$ cat config.mk
export PLATFORM = sky130hd
export DESIGN_NAME = base64_stream_encoder
export DESIGN_NICKNAME = d
export VERILOG_FILES = /design/src/rtl/core/b64_pkg.sv /design/src/rtl/core/b64_front.sv /design/src/rtl/core/b64_queue.sv /design/src/rtl/core/b64_back.sv /design/src/rtl/core/base64_stream_encoder.sv
export SDC_FILE = /design/constraint.sdc
export NUM_CORES = 1
export LEC_CHECK = 0
export ABC_AREA = 1
export BUFFER_PORTS_ARGS = -buffer_cell sky130_fd_sc_hd__buf_2
export CORE_MARGIN = 1.5
export CORE_UTILIZATION = 55
export CTS_BUF_LIST = sky130_fd_sc_hd__clkbuf_16
export DETAILED_ROUTE_END_ITERATION = 12
export PLACE_DENSITY_LB_ADDON = 0.2
export SLEW_MARGIN = 20
export SYNTH_ARGS = -nofsm -noshare
export SYNTH_HDL_FRONTEND = slang
export SYNTH_SLANG_ARGS = --single-unit
$ cat constraint.sdc
create_clock -name clk_i -period 2.4 [get_ports clk_i]
set_clock_uncertainty 0.05 [all_clocks]
set_input_delay 0.24 -clock clk_i [delete_from_list [all_inputs] [get_ports clk_i]]
set_output_delay 0.24 -clock clk_i [all_outputs]
set_load 0.05 [all_outputs]
$ cat src/rtl/core/b64_pkg.sv
// shared types, constants and the alphabet lookup of the base64 encoder
// no dependencies
`default_nettype none

package b64_pkg;

  // depth of the group queue between front and back, a power of two
  localparam int unsigned QDEPTH = 2;
  localparam int unsigned PTR_W  = (QDEPTH > 1) ? $clog2(QDEPTH) : 1;
  localparam int unsigned CNT_W  = $clog2(QDEPTH + 1);

  localparam logic [5:0] MASK6 = 6'h3F;

  typedef logic [1:0] idx_t;

  // one completed or flushed group of up to three bytes
  typedef struct packed {
    logic [23:0] bits;      // first byte in the top byte, missing bits zero
    idx_t        last_idx;  // index of the last character to emit
    logic        fin;       // group ends the message
  } group_t;

  // queue head as seen by the back end
  typedef struct packed {
    logic   valid;
    group_t grp;
  } head_t;

  // standard alphabet: A-Z a-z 0-9 + /
  function automatic logic [6:0] sextet_char(input logic [5:0] s);
    logic [5:0] v;
    logic [6:0] c;
    begin
      v = s & MASK6;
      if (v < 6'd26) begin
        c = 7'd65 + {1'b0, v};
      end else if (v < 6'd52) begin
        c = 7'd71 + {1'b0, v};
      end else if (v < 6'd62) begin
        c = {1'b0, v} - 7'd4;
      end else if (v == 6'd62) begin
        c = 7'd43;
      end else begin
        c = 7'd47;
      end
      return c;
    end
  endfunction

endpackage

`default_nettype wire

$ cat src/rtl/core/b64_front.sv
// front end: collects bytes and forms groups for the queue
// depends on b64_pkg
`default_nettype none

module b64_front
  import b64_pkg::*;
(
  input  wire logic       clk_i,
  input  wire logic       rst_ni,
  input  wire logic       in_valid_i,
  output logic            in_ready_o,
  input  wire logic [7:0] data_byte_i,
  input  wire logic       final_byte_i,
  output logic            push_o,
  output group_t          push_grp_o,
  input  wire logic       push_ready_i
);

  logic [15:0] held_q, held_d;
  logic [1:0]  cnt_q, cnt_d;
  logic        accept;
  logic        full_grp;

  // a count of three never occurs; bit 1 treats it as two
  assign full_grp   = cnt_q[1];
  assign in_ready_o = push_ready_i;
  assign accept     = in_valid_i && in_ready_o;
  assign push_o     = accept && (full_grp || final_byte_i);

  always_comb begin
    held_d     = held_q;
    cnt_d      = cnt_q;
    push_grp_o = '0;
    if (full_grp) begin
      push_grp_o.bits     = {held_q, data_byte_i};
      push_grp_o.last_idx = idx_t'(3);
      push_grp_o.fin      = final_byte_i;
    end else if (cnt_q[0]) begin
      push_grp_o.bits     = {held_q[7:0], data_byte_i, 8'h00};
      push_grp_o.last_idx = idx_t'(2);
      push_grp_o.fin      = 1'b1;
    end else begin
      push_grp_o.bits     = {data_byte_i, 16'h0000};
      push_grp_o.last_idx = idx_t'(1);
      push_grp_o.fin      = 1'b1;
    end
    if (accept) begin
      if (full_grp || final_byte_i) begin
        held_d = '0;
        cnt_d  = '0;
      end else begin
        held_d = {held_q[7:0], data_byte_i};
        cnt_d  = cnt_q + 2'd1;
      end
    end
  end

  always_ff @(posedge clk_i or negedge rst_ni) begin
    if (!rst_ni) begin
      held_q <= '0;
      cnt_q  <= '0;
    end else begin
      held_q <= held_d;
      cnt_q  <= cnt_d;
    end
  end

endmodule

`default_nettype wire

$ cat src/rtl/core/b64_queue.sv
// short group queue between the front and back ends
// depends on b64_pkg
`default_nettype none

module b64_queue
  import b64_pkg::*;
(
  input  wire logic   clk_i,
  input  wire logic   rst_ni,
  input  wire logic   push_i,
  input  group_t      push_grp_i,
  output logic        push_ready_o,
  output head_t       head_o,
  input  wire logic   pop_i
);

  group_t             entry_q [QDEPTH];
  logic [PTR_W-1:0]   wr_ptr_q, rd_ptr_q;
  logic [CNT_W-1:0]   cnt_q;
  logic               do_push, do_pop;

  assign push_ready_o = (cnt_q != CNT_W'(QDEPTH));
  assign head_o.valid = (cnt_q != '0);
  assign head_o.grp   = entry_q[rd_ptr_q];
  assign do_push      = push_i && push_ready_o;
  assign do_pop       = pop_i && head_o.valid;

  always_ff @(posedge clk_i) begin
    if (do_push) begin
      entry_q[wr_ptr_q] <= push_grp_i;
    end
  end

  // pointers wrap naturally, depth is a power of two
  always_ff @(posedge clk_i or negedge rst_ni) begin
    if (!rst_ni) begin
      wr_ptr_q <= '0;
      rd_ptr_q <= '0;
      cnt_q    <= '0;
    end else begin
      if (do_push) begin
        wr_ptr_q <= wr_ptr_q + PTR_W'(1);
      end
      if (do_pop) begin
        rd_ptr_q <= rd_ptr_q + PTR_W'(1);
      end
      if (do_push && !do_pop) begin
        cnt_q <= cnt_q + CNT_W'(1);
      end else if (do_pop && !do_push) begin
        cnt_q <= cnt_q - CNT_W'(1);
      end
    end
  end

endmodule

`default_nettype wire

$ cat src/rtl/core/b64_back.sv
// back end: emits one character a cycle from the queue head while a group is queued and the receiver is ready
// depends on b64_pkg
`default_nettype none

module b64_back
  import b64_pkg::*;
(
  input  wire logic  clk_i,
  input  wire logic  rst_ni,
  input  head_t      head_i,
  output logic       pop_o,
  output logic       out_valid_o,
  input  wire logic  out_ready_i,
  output logic [6:0] out_char_o,
  output logic       msg_end_o
);

  idx_t       idx_q, idx_d;
  logic       valid_q;
  logic [6:0] char_q;
  logic       end_q;
  logic       load;
  logic       last;
  logic [5:0] sextet;

  assign load  = head_i.valid && (!valid_q || out_ready_i);
  assign last  = (idx_q == head_i.grp.last_idx);
  assign pop_o = load && last;

  always_comb begin
    case (idx_q)
      2'd0:    sextet = head_i.grp.bits[23:18];
      2'd1:    sextet = head_i.grp.bits[17:12];
      2'd2:    sextet = head_i.grp.bits[11:6];
      default: sextet = head_i.grp.bits[5:0];
    endcase
  end

  always_comb begin
    idx_d = idx_q;
    if (load) begin
      idx_d = last ? '0 : idx_q + idx_t'(1);
    end
  end

  always_ff @(posedge clk_i) begin
    if (load) begin
      char_q <= sextet_char(sextet);
      end_q  <= head_i.grp.fin && last;
    end
  end

  always_ff @(posedge clk_i or negedge rst_ni) begin
    if (!rst_ni) begin
      idx_q   <= '0;
      valid_q <= 1'b0;
    end else begin
      idx_q <= idx_d;
      if (load) begin
        valid_q <= 1'b1;
      end else if (out_ready_i) begin
        valid_q <= 1'b0;
      end
    end
  end

  assign out_valid_o = valid_q;
  assign out_char_o  = char_q;
  assign msg_end_o   = end_q;

endmodule

`default_nettype wire

$ cat src/rtl/core/base64_stream_encoder.sv
// unpadded base64 encoder, one byte in and one character out per beat
// the closing byte's group is written into the queue, then its first character into the output register
// throughput: one character a cycle while the receiver is ready and a group is queued;
//   bytes are taken once a cycle while the two-group queue has room
// reset: asynchronous active low, empties the byte holder, the queue and the output
// depends on b64_pkg, b64_front, b64_queue, b64_back
`default_nettype none

module base64_stream_encoder
  import b64_pkg::*;
(
  input  wire logic       clk_i,
  input  wire logic       rst_ni,
  // byte channel
  input  wire logic       in_valid_i,
  output logic            in_ready_o,
  input  wire logic [7:0] data_byte_i,
  input  wire logic       final_byte_i,
  // character channel
  output logic            out_valid_o,
  input  wire logic       out_ready_i,
  output logic [6:0]      out_char_o,
  output logic            msg_end_o
);

  // front to queue: completed or flushed groups
  logic   push;
  group_t push_grp;
  logic   push_ready;

  // queue to back: head group, popped after its last character
  head_t  head;
  logic   pop;

  // front holds up to two bytes, pushes a group on a third byte or the final one
  b64_front u_front (
    .clk_i        (clk_i),
    .rst_ni       (rst_ni),
    .in_valid_i   (in_valid_i),
    .in_ready_o   (in_ready_o),
    .data_byte_i  (data_byte_i),
    .final_byte_i (final_byte_i),
    .push_o       (push),
    .push_grp_o   (push_grp),
    .push_ready_i (push_ready)
  );

  // decouples byte intake from character output so each side stalls alone
  b64_queue u_queue (
    .clk_i        (clk_i),
    .rst_ni       (rst_ni),
    .push_i       (push),
    .push_grp_i   (push_grp),
    .push_ready_o (push_ready),
    .head_o       (head),
    .pop_i        (pop)
  );

  // walks the head group a sextet at a time into the output register
  b64_back u_back (
    .clk_i       (clk_i),
    .rst_ni      (rst_ni),
    .head_i      (head),
    .pop_o       (pop),
    .out_valid_o (out_valid_o),
    .out_ready_i (out_ready_i),
    .out_char_o  (out_char_o),
    .msg_end_o   (msg_end_o)
  );

endmodule

`default_nettype wire

Yosys cells after proc, flatten, opt, wreduce, memory -nomap -nowiden. Memories as Yosys holds them, arrays and structs flattened. Cells that the tools add are included.

Logic and storage cells: 61. Memories kept: 1. Memory bits (writable): 54. Bits in registers: 33.

Memory list: u_queue.entry_q (depth 2, width 27, read ports 1, clocked after memory_dff 0, wr ports 1, line b64_queue.sv:17) `group_t entry_q [QDEPTH];`.

Eq/ne operators: 5. Reductions and logical operators: 18. Muxes and demuxes: 16. Add/sub/neg operators: 9. $lt $le $gt $ge: 3.

Operator list (number): 27-bit two-way mux (2); 7-bit two-way mux (3); 6-bit one-hot mux with 3 select lines (1); 16-bit two-way mux (1); 7-bit by 6-bit adder with 7-bit output, first input constant (2); 6-bit < comparator, second input constant (2); 1-bit logical AND (9); 2-bit two-way mux (4); 6-bit by 3-bit subtractor with 7-bit output, second input constant (1); 2-bit by 1-bit adder with 2-bit output, second input constant (3); 6-bit equality test, second input constant (1); 6-bit by 5-bit < comparator with 1-bit output, second input constant (1); 2-bit nonzero test (3); 1-bit two-way mux (4); 1-bit zero test (3); 3-bit two-way mux (1); 1-bit adder, second input constant (2); 2-bit by 1-bit equality test with 1-bit output, second input constant (1); 2-bit equality test (1); 2-bit equality test, second input constant (1); 2-bit zero test (1); 1-bit logical OR (2); 2-bit inequality test, second input constant (1); 2-bit by 1-bit subtractor with 2-bit output, second input constant (1).

Depth between registers and ports, before layout.
Depth after elaboration: 8. Depth in mapped cells: 20.

By module. Synthesis repeated with hierarchy kept, for this count alone.

Cell total of the unflattened synthesis: 511. Area, all modules: 4549.4 um2.

By module, submodules not included: b64_queue (seq. area each 1721.7 um2, cells an instance 169, area an instance 2227.1 um2, instances 1); b64_front (seq. area each 450.4 um2, cells an instance 182, area an instance 1189.9 um2, instances 1); b64_back (seq. area each 315.3 um2, cells an instance 160, area an instance 1132.3 um2, instances 1).

Worst setup path before layout. OpenSTA, ideal clock, no wires.

Path type: reg2reg. Start: register u_queue.cnt_q[0]. End: memory u_queue.entry_q[1][0] in the netlist's numbering, enable pin. Arrival: 2.385 ns. Path buffers: 0. Stages on the path, launching flop included: 7. Required time: 1.939 ns. Setup slack: -0.446 ns. Cells stage by stage: dfrtp_1 inv_1 nand2_1 nand2_1 nor2_1 inv_1 nor2_1.

Word-level cells in the longest chain between the ends: 6.

RTL lines: from (decl) (line b64_queue.sv:19) `logic [CNT_W-1:0] cnt_q;`; from (signal assigned) (line b64_queue.sv:48) `cnt_q <= cnt_q + CNT_W'(1);`; from (signal assigned) (line b64_queue.sv:50) `cnt_q <= cnt_q - CNT_W'(1);`; 2-bit inequality test (*) (line b64_queue.sv:22) `assign push_ready_o = (cnt_q != CNT_W'(QDEPTH));`; named net in_ready_o (line base64_stream_encoder.sv:16) `output logic in_ready_o,`; 1-bit logical AND (line b64_front.sv:27) `assign accept = in_valid_i && in_ready_o;`; 1-bit logical AND (line b64_front.sv:28) `assign push_o = accept && (full_grp || final_byte_i);`; 1-bit logical AND (*) (line b64_queue.sv:25) `assign do_push = push_i && push_ready_o;`; named net u_queue.do_push (line b64_queue.sv:20) `logic do_push, do_pop;`; 1-bit two-way mux (*) (line b64_queue.sv:29) `if (do_push) begin`; 1-bit two-way mux (implied by the code) (*) (line b64_queue.sv:30) `entry_q[wr_ptr_q] <= push_grp_i;`; to (decl) (line b64_queue.sv:17).

Mark *: on every way through the listed nets, which the timed path passes. The rest lies on a longest branch.

Worst setup path in the final report.
Start: register u_back.idx_q[0]. End: register u_back.char_q[2], in the netlist u_back.out_char_o[2] (data pin).

Word-level cells in the longest chain between the ends: 7.

RTL lines: from (decl) (line b64_back.sv:18) `idx_t idx_q, idx_d;`; from (signal assigned) (line b64_back.sv:58) `idx_q <= idx_d;`; 2-bit equality test (tied with other cells) (line b64_back.sv:31) `case (idx_q)`; 6-bit one-hot mux with 3 select lines (*) (line b64_back.sv:31); parallel branches: the longest is 4 deep, another holds 6-bit by 3-bit subtractor with 7-bit output; 7-bit two-way mux (*) (line b64_pkg.sv:35) `if (v < 6'd26) begin`; to (signal assigned) (line b64_back.sv:48) `char_q <= sextet_char(sextet);`; to (decl) (line b64_back.sv:20) `logic [6:0] char_q;`.

Mark *: on every way between the ends. A chain may end at the register's enable or synchronous reset.

==> metrics.md <==
| Metric | Value |
|---|---|
| Via/cell ratio | roughly 5.3 |
| Clock share of power | 0.183 |
| Vias in the first global route | 2731 |
| PortBufs | 22 |
| Final period util | 0.932 |
| Detailed placement HPWL | 5720 um |
| Clk_lat worst skew | 330 ps |
| Most Crowded Layer GR | met2 |
| Number of library cell types mapped by synthesis | 35 |
| Drt pass-1 iters | 5 |
| Worst Max-Slew Pin Slew | between 500 and 600 ps |
| Clk sinks | 87 |
| ANT nets after route | 0 |
| Switching pwr | approximately 3.3 mW |
| DIE AREA | between 8000 and 9000 sq um |
| Hold Crit Class | primary input to register |
| Slew margin rel. | 0.605 |
| # setup viols final | 0 |
| Syn nets | 429 |
| Hold path depth | 2 |
| Syn Inst Count | just over 400 |
| Hold endpoint | u_back.out_valid_o$_DFFE_PN0P_ |
| Pre-CTS WS | 93.3 ps |
| DIE HEIGHT | between 90 and 100 um |
| Synth top area share | 0.440 |
| Largest net degree at the start of global routing | 28 |
| Number of CTS-inserted buffers | 9 |
| Critical path endpoint category | register |
| Crit Path Category | register to register |
| Max Cap Viol | 0 |
| Synth area leader | edfxtp_1 |
| Initial antenna violation count | 0 |
| Deepest clock path buffer count | 2 |
| Sequential share of power | 0.328 |
| Routed WL | a little under 8000 um |
| Drt wl/cell | 14.8 um |
| Peak VDD IR | around 0.0009 V |
| Ys async rst share | 0.287 |
| Setup TNS | 0 ps |
| Grt met3 use | 0.0429 |
| Die Width | slightly above 90 um |
| Row cnt | 31 |
| Grt ovf | 0 |
| GR Layer Usage met2 | 0.347 |
| FF+latch area | approximately 2500 sq um |
| Worst Path Max Fanout | 8 |
| Comb pwr share | 0.489 |
| Top_reg_cell synth | edfxtp_1 |
| Seq/Total Area, Yosys | 0.588 |
| Worst r2r path cells | 18 |
| Synth area leaders | edfxtp_1, dfrtp_1, nand2_1 |
| Area grow syn2layout | 11.8% |
| FF-to-FF Start | u_back.idx_q[0]$_DFFE_PN0P_ |
| Util after Layout | 0.645 |
| H-tree levels | 3 |
| Layout cells sized above 1 | 0.215 |
| Placer congestion estimate | just over 0.8 |
| Reg2reg end | u_back.out_char_o[2]$_DFFE_PP_ |
| Post-synth EDFFs | between 60 and 70 |
| Number of max-slew violations in the final report | 0 |
| Post-route DRC | 0 |
| Most common cell after layout, fill and taps aside | nand2_1 |
| Yosys warnings | 0 |
| Final min period | ~2200 ps |
| CP required | 2440 ps |
| Core area | 7330 sq um |
| Outcome | complete, no violations |
| Final Net Count | 456 |
| Initial DRC Count | approximately 220 |
| Crit path DAT | between 2000 and 2500 ps |
| Placed insts | 519 |
| # fillers | 579 |
| Register bit count reported by yosys | 87 |
| Pwr/cell area | between 1500 and 2000 nW/um^2 |
| Vias | 2855 |
| Sw Share | 0.434 |
| Worst reg-to-reg setup slack | 160 ps |
| Multi-input gate area | approximately 1400 sq um |
| Hold_sp | out_ready_i |
| Grt met1 use | 0.280 |
| Fmax | around 0.45 GHz |
| IO Pins | 23 |
| First-pass GRT wire length | approximately 13000 um |
| Final cell count without fillers | approximately 540 |
| Combined area of all synthesized cells | roughly 4200 sq um |
| Clock root cell | clkbuf_16 |
| Commonest cells after routing, fill and taps aside | nand2_1, edfxtp_1, inv_1 |
| Diodes inserted | 0 |
| CTS tree | built |
| Final hold slack | between 50 and 60 ps |
| Static Leak | approximately 2.0 nW |
| Hold Vio Cnt, Final | 0 |
| Clock-pin slew on the worst setup and hold paths | around 60 ps |
| Initial Utilization | 0.577 |
| Critical Path Start Type | register |
| Mean Syn Cell Area | about 10 sq um |
| Int Pwr | 4.27 mW |
| All-Layer GR Usage | 0.212 |
| Smallest setup slack after layout | 163 ps |
| RSZ-0062 raised after global routing | false |
kinds of logic after synthesis:
group,Yosys count,synth area share
xor+xnor,8,0.0166
flops,87,0.588
simple gates,152,0.178
compound gates,79,0.111
buf+inv,70,0.0766
fa+ha+maj,10,0.0296
synthesized netlist by cell type, types with 4 or more instances:
cell,instances
a21oi_1,28
a21oi_2,4
buf_6,6
clkbuf_1,5
dfrtp_1,25
edfxtp_1,62
ha_1,10
inv_1,50
nand2_1,89
nand2_2,18
nand2_4,7
nand3_1,21
nor2_1,8
o21ai_0,13
o22ai_1,25
xor2_1,6
worst max-delay path: stages (launching register included):
cell      delay, ps
dfrtp_1         390
inv_2            80
ha_2            220
buf_4           170
a21oi_2         130
nand3_1          90
nand2_2         100
nand2_2          60
nand2_4          90
ha_2            190
inv_1            40
nand2_1          50
nand2_1          50
inv_1            50
nand2_1          50
nand2_1          60
clkinv_1         50
nand2_1          50
nand2_1          50
power by group through the flow:
| stage | clock, mW | combinational, mW | sequential, mW |
|---|---|---|---|
| global route | 1.46 | 4.13 | 2.51 |
| detailed placement | 0 | 3.64 | 2.49 |
| CTS | 1.39 | 3.65 | 2.47 |
| global placement | 0 | 3.59 | 2.49 |
| finish | 1.38 | 3.69 | 2.47 |
| floorplan | 0 | 2.73 | 2.73 |
registers in the layout (all words and copies together), names as in the netlist:
name,count
u_back.idx_q,2
u_back.msg_end_o,1
u_back.out_char_o,7
u_back.out_valid_o,1
u_front.cnt_q,2
u_front.held_q,16
u_queue.cnt_q,2
u_queue.entry_q,54
u_queue.rd_ptr_q,1
u_queue.wr_ptr_q,1
worst max path at each step:
| stage | endpoint | from | cells after the start | slack (ps) |
|---|---|---|---|---|
| 2_1_floorplan | u_queue.entry_q[0][0]$_DFFE_PP_ | u_queue.cnt_q[0]$_DFFE_PN0P_ | 6 | -20 |
| 3_3_place_gp | u_back.out_char_o[2]$_DFFE_PP_ | u_back.idx_q[0]$_DFFE_PN0P_ | 18 | 160 |
| 3_5_place_dp | u_back.out_char_o[2]$_DFFE_PP_ | u_back.idx_q[0]$_DFFE_PN0P_ | 18 | 90 |
| 4_1_cts | u_back.out_char_o[2]$_DFFE_PP_ | u_back.idx_q[0]$_DFFE_PN0P_ | 18 | 80 |
| 5_1_grt | u_back.out_char_o[2]$_DFFE_PP_ | u_back.idx_q[0]$_DFFE_PN0P_ | 18 | 5 |
| 6_report | u_back.out_char_o[2]$_DFFE_PP_ | u_back.idx_q[0]$_DFFE_PN0P_ | 18 | 160 |
routing by layer:
layer | vias to the layer above | wire length [um]
li1 | 1428 | -
met1 | 1341 | 3630
met2 | 76 | 3860
met3 | 10 | 318
met4 | 0 | 121
met5 | - | 0
through the flow:
stage          instance area, sq um  total power [mW]
3_5_place_dp                   4400              6.14
2_1_floorplan                  4230              5.46
4_1_cts                        4710              7.51
3_3_place_gp                   4400              6.08
5_1_grt                        4730              8.10
6_report                       4730              7.54
timing repair:
action / CTS / global route
setup buffers: 0 / 1
endpoints found under the hold margin: 25 / 0
endpoints found under the setup margin: 0 / 5
resized for setup: 0 / 6
hold buffers: 1 / 0
cell type report:
type                    instances  area share
clock buffers                   9      0.0476
clock inverters                 7      0.0151
inverters                      55      0.0437
multi-input cells             249       0.303
flip-flops and latches         87       0.526
well taps                      99      0.0262
repair buffers                 31      0.0381
Power figures use the tool's default switching activity.
